## src/rtrm_pkg.sv

```systemverilog
// Shared types, constants and controller/datapath interface for the runaway task rate monitor.
package rtrm_pkg;

  localparam int unsigned TABLE_ENTRIES_DEF = 64;

  localparam int unsigned ID_W      = 22;
  localparam int unsigned TICK_W    = 32;
  localparam int unsigned STRIKE_W  = 8;
  localparam int unsigned CFG_W     = 16;
  localparam int unsigned CFG_IDX_W = 4;

  localparam logic [CFG_W-1:0]    INTERVAL_RST   = 16'd2;
  localparam logic [CFG_W-1:0]    TRIGGER_RST    = 16'd20;
  localparam logic [5:0]          STRIKE_TPS     = 6'd40;
  localparam logic [STRIKE_W-1:0] STRIKE_MAX     = 8'hFF;
  localparam int unsigned         STRIKE_THR_W   = CFG_W + 6;

  // Configuration register indexes
  localparam logic [CFG_IDX_W-1:0] CFG_INTERVAL = 4'd0;
  localparam logic [CFG_IDX_W-1:0] CFG_TRIGGER  = 4'd1;

  typedef enum logic [2:0] {
    ST_IDLE,
    ST_DECODE,
    ST_SCAN,
    ST_HIT,
    ST_MISS,
    ST_EMIT
  } rtrm_state_t;

  typedef struct packed {
    logic latch;     // capture the accepted transaction, rewind the scan
    logic do_sys;    // system sample: difference, threshold, scan enable
    logic do_quiet;  // task sample while scanning is off
    logic scan_step; // advance the table search by one entry
    logic do_hit;    // update the matching entry
    logic do_miss;   // insert a new id or flag a full table
    logic emit;      // load the output register
  } rtrm_cmd_t;

  typedef struct packed {
    logic item_task; // latched transaction is a task sample
    logic scan_en;   // task scanning is enabled
    logic hit;       // search found the id
    logic miss;      // search ran past the last filled entry
    logic out_free;  // output register can take a result
  } rtrm_sts_t;

  typedef struct packed {
    logic [ID_W-1:0]     id;
    logic [TICK_W-1:0]   ticks;
    logic [STRIKE_W-1:0] strikes;
  } tbl_entry_t;

endpackage

```

## src/rtrm_ctrl.sv

```systemverilog
// Controller state machine of the runaway task rate monitor.
module rtrm_ctrl (
  input  logic              clk,
  input  logic              rst_n,
  input  logic              in_valid,
  output logic              in_stall,
  input  rtrm_pkg::rtrm_sts_t sts,
  output rtrm_pkg::rtrm_cmd_t cmd
);
  import rtrm_pkg::*;

  rtrm_state_t state_r, state_nxt;

  always_ff @(posedge clk) begin
    if (!rst_n) begin
      state_r <= ST_IDLE;
    end else begin
      state_r <= state_nxt;
    end
  end

  always_comb begin
    state_nxt = state_r;
    case (state_r)
      ST_IDLE: begin
        if (in_valid) state_nxt = ST_DECODE;
      end
      ST_DECODE: begin
        if (sts.item_task && sts.scan_en) state_nxt = ST_SCAN;
        else                              state_nxt = ST_EMIT;
      end
      ST_SCAN: begin
        if (sts.hit)       state_nxt = ST_HIT;
        else if (sts.miss) state_nxt = ST_MISS;
      end
      ST_HIT:  state_nxt = ST_EMIT;
      ST_MISS: state_nxt = ST_EMIT;
      ST_EMIT: begin
        if (sts.out_free) state_nxt = ST_IDLE;
      end
      default: state_nxt = ST_IDLE;
    endcase
  end

  always_comb begin
    cmd      = '0;
    in_stall = 1'b1;
    case (state_r)
      ST_IDLE: begin
        in_stall  = 1'b0;
        cmd.latch = in_valid;
      end
      ST_DECODE: begin
        cmd.do_sys   = !sts.item_task;
        cmd.do_quiet = sts.item_task && !sts.scan_en;
      end
      ST_SCAN: cmd.scan_step = 1'b1;
      ST_HIT:  cmd.do_hit    = 1'b1;
      ST_MISS: cmd.do_miss   = 1'b1;
      ST_EMIT: cmd.emit      = sts.out_free;
      default: cmd = '0;
    endcase
  end

endmodule

```

## config.mk

```make
export PLATFORM = sky130hd
export DESIGN_NAME = rtrm_ctrl
export DESIGN_NICKNAME = d
export VERILOG_FILES = /design/src/rtrm_pkg.sv /design/src/rtrm_ctrl.sv
export SDC_FILE = /design/constraint.sdc
export NUM_CORES = 1
export LEC_CHECK = 0
export BUFFER_PORTS_ARGS = -buffer_cell sky130_fd_sc_hd__buf_4
export CAP_MARGIN = 20
export CELL_PAD_IN_SITES_DETAIL_PLACEMENT = 0
export CELL_PAD_IN_SITES_GLOBAL_PLACEMENT = 1
export CORE_AREA = 2 2 39 41
export DETAILED_ROUTE_END_ITERATION = 8
export DIE_AREA = 0 0 41 43
export MAX_ROUTING_LAYER = met4
export PLACE_DENSITY = 0.6
export SLEW_MARGIN = 5
export SYNTH_ARGS = -nofsm -noshare
export SYNTH_HDL_FRONTEND = slang
export SYNTH_SLANG_ARGS = --single-unit
```

## constraint.sdc

```tcl
create_clock -name clk -period 1.3 [get_ports clk]
set_input_delay 0.13 -clock clk [delete_from_list [all_inputs] [get_ports clk]]
set_output_delay 0.13 -clock clk [all_outputs]
set_load 0.02 [all_outputs]
```

==> flow_results.org <==
** Yosys
- Top post-synthesis cells by count :: sky130_fd_sc_hd__nor3b_1, sky130_fd_sc_hd__dfxtp_1, sky130_fd_sc_hd__nor2_1
- Synthesized Nets :: 44
- Distinct cell type count of the synthesized netlist :: 24
- During synthesis, Yosys emitted a total of 0 warnings.
- After synthesis the netlist holds a flip-flop and latch count of 3.
- Async S/R FF share, synth :: 0%
- Post-synthesis instance total :: 36
- After synthesis, the mean cell area works out to 8.10 µm².
- Part of the Yosys area used for sequential elements :: 20.6%
- Top cell type's share of synthesized area :: 20.6%
- Synth area leader :: sky130_fd_sc_hd__dfxtp_1
- Area contributors post-synth :: sky130_fd_sc_hd__dfxtp_1, sky130_fd_sc_hd__nor3b_1, sky130_fd_sc_hd__buf_6
- Most frequently used cell type in the post-synthesis netlist :: sky130_fd_sc_hd__nor3b_1
- Number of enable-type register cells in the synthesized netlist :: 0
- Dominant register cell in the synthesized netlist :: sky130_fd_sc_hd__dfxtp_1
- Mapped cell area :: 292 µm²

** Clock network
- Clk pin slew, worst setup/hold paths :: 40 ps
- Buffers inserted during clock tree synthesis total 3.
- TritonCTS sink count :: 3
- Insertion delay to the later sink of the worst-skew pair :: 240 ps
- TritonCTS built the clock tree.
- The tree is rooted in a sky130_fd_sc_hd__clkbuf_4.
- The clock passes through at most 2 buffers.
- After clock tree synthesis, the flow added hold-fix buffers numbering 0.
- In this run the number of H-tree levels came out at 1.

** GRT
- Vias in the first global route :: 357
- Maximum number of pins on one net before global-route repair :: 10
- The number of antenna violations at the first check in global routing is 0.
- Sum of overflow across all layers after global routing :: 0
- GRT Util Overall :: 12.5%
- Wire length of the first global-routing pass :: 1.47 mm

** Layout
- From synthesis to final layout, the design area changed by 88.0%.
- Post-layout net count :: 68
- Max reg flops :: 3
- The repair_antennas step left the layout with diodes totalling 0.
- For this run, the share of the core covered by cells in the final layout is 39.6%.
- Register containing the most flip-flops in the final layout :: state_r
- The post-route netlist has 66.1% of its cells at a drive strength greater than 1.
- The largest registers in the layout are state_r (3).
- For this run, the number of standard cells in the final layout without fillers is 75.

** STA
- At the pin with the least slew margin, the transition time is 301 ps.
- Setup violations remaining at the end of the flow were counted as 3.
- Summed over all failing endpoints, the final setup total negative slack is -13.9 ps.
- Worst clock skew on the final layout :: 3.98 ps
- Max-Slew Margin vs Limit :: 80.0%
- After layout, the worst setup slack is -10.4 ps.
- Final hold vios :: 0
- Dividing the final minimum period by the clock period gives 101%.
- Fin crit period :: 1310 ps
- Setup repair after global routing could not meet its margin everywhere.
- The max-slew violation count came to 0.
- Achievable frequency :: 0.763 GHz

** Die
- Starting Density :: 21.1%
- Width of the chip :: 41 µm
- Area of the core region :: 1380 µm²
- Pin placement for this block handled 16 I/O pins.
- Die area :: 1760 µm²
- DIE HEIGHT :: 43 µm
- In this run the core area contains 14 standard-cell rows.

** Critical path
- Crit-path max FO :: 6
- The critical path is of the flop to primary output type.
- STA classifies the critical path startpoint as a flop.
- Worst r2r src :: state_r[0]
- The slowest stage of the critical path is the sky130_fd_sc_hd__or3_4 cell.
- In this run the worst setup path begins at state_r[2].
- Critical path data arrival time :: 1180 ps
- Critical Path End Type :: primary output
- The critical path goes through or3_4 > nor2_4 > buf_6.
- In this design, the largest share of critical-path delay is due to simple AND/OR/NAND/NOR gates.
- Worst Path Buf+Inv :: 1
- Max incr delay on CP :: 380 ps
- Data required time at the worst endpoint :: 1170 ps

** Detailed routing
- After detailed routing, the total wire length is 829 µm.
- Amount of wire on met2 after detailed routing :: 444 µm
- The first detailed-routing pass ran for 2 iterations.
- Dividing the detail-routed wire length by the instance count gives 11.1 µm.
- Detailed-route via count :: 344
- M1 WL :: 364 µm
- Drc violations :: 0
- The count of nets left with antenna violations once routing finished came out at 0.
- Highest Signal Layer :: met3
- Detailed route wirelength on metal3 :: 20 µm
- After the first detailed-routing iteration, the DRC count stood at 1.
- Detailed-route vias per instance :: 4.59

** Pwr
- In this run the static leakage power is 0.250 nW.
- Cell area power density :: 1170 nW/µm²
- Total power draw :: 0.000641 W
- VDD sags by at most 333 µV.

** Placed design
- Quantity of I/O buffers inserted on ports :: 15
- Once detailed placement completed, the half-perimeter wirelength came to 559 µm.
- Counting tap cells, the placed design contains a total of 66 instances.
- Weighted congestion reported at the end of routability-driven placement :: 0.675

** Run
- The tool flagged a number of max-cap violations equal to 0.

** Min path
- Path category of the worst min-delay check :: input port to flop
- Startpoint of the lowest-slack hold path :: sts[0]

** Outcome
- The final reports fail on setup timing.
- The flow ran to the end, but the final reports show violations.
-- metrics by stage --
| stage | instance area (µm²) | hold WS, ps | worst slack (ps) |
|---|---|---|---|
| after global routing | 548 | 183 | -66.2 |
| after floorplan | 305 | 296 | 6.62 |
| after CTS | 529 | 179 | -26.3 |
| after global placement | 425 | 424 | 1.48 |
| after detailed placement | 425 | 430 | 5.76 |
| final | 548 | 184 | -10.4 |
-- layout by cell type, fill, tap and decap left out, types with 2 or more instances in the layout --
cell and instances:
sky130_fd_sc_hd__clkbuf_4 3, sky130_fd_sc_hd__nor3b_2 2, sky130_fd_sc_hd__nor2_1 2, sky130_fd_sc_hd__dfxtp_4 2
sky130_fd_sc_hd__buf_6 3, sky130_fd_sc_hd__and2_1 2, sky130_fd_sc_hd__inv_1 2, sky130_fd_sc_hd__nor3b_1 2
sky130_fd_sc_hd__o21ai_2 2, sky130_fd_sc_hd__buf_4 18
-- cells by family (layout without fill, tap and decap cells) --
kind of cell / count (synthesis) / after routing / share of synthesized area [%]
and+or+nand+nor: 22 / 22 / 54.5
AOI/OAI and AO/OA: 6 / 6 / 12.9
buffers and inverters: 5 / 28 / 12.0
DFF: 3 / 3 / 20.6
-- layer usage --
metal / track usage, % / vias up
met4: 8.00 / 0
met3: 1.57 / 0
met5: - / -
met2: 17.8 / 6
li1: - / 182
met1: 15.9 / 156
-- cell type report --
class | count | area, µm²
fill | 142 | 836
multi-input combinational | 28 | 251
timing repair buffer | 22 | 174
sequential | 3 | 68.8
clock buffer | 4 | 26.3
tap | 16 | 20.0
inverter | 2 | 7.51
-- power breakdown --
part           internal, W  switching [W]
logic             0.000178       0.000158
registers         0.000112      0.0000251
clock network     0.000115      0.0000534
-- worst paths after layout --
check,cells past startpoint,end,slack (ps)
setup / recovery,3,cmd[6],-10
hold / removal,3,state_r[0],180
setup reg to reg,5,state_r[2],30
hold reg to reg,2,state_r[1],610
-- what timing repair did --
action	CTS	global route
pin swaps	4	0
endpoints found under the hold margin	0	0
gates resized for setup	14	4
setup endpoints to repair	9	8
buffers inserted	5	0
-- tightest hold or removal path, cell delays in order --
cell                      delay [ps]
sky130_fd_sc_hd__buf_4            80
sky130_fd_sc_hd__or4b_4          120
sky130_fd_sc_hd__o21ai_2          50
Note: power is estimated with default switching activity, not from simulation.
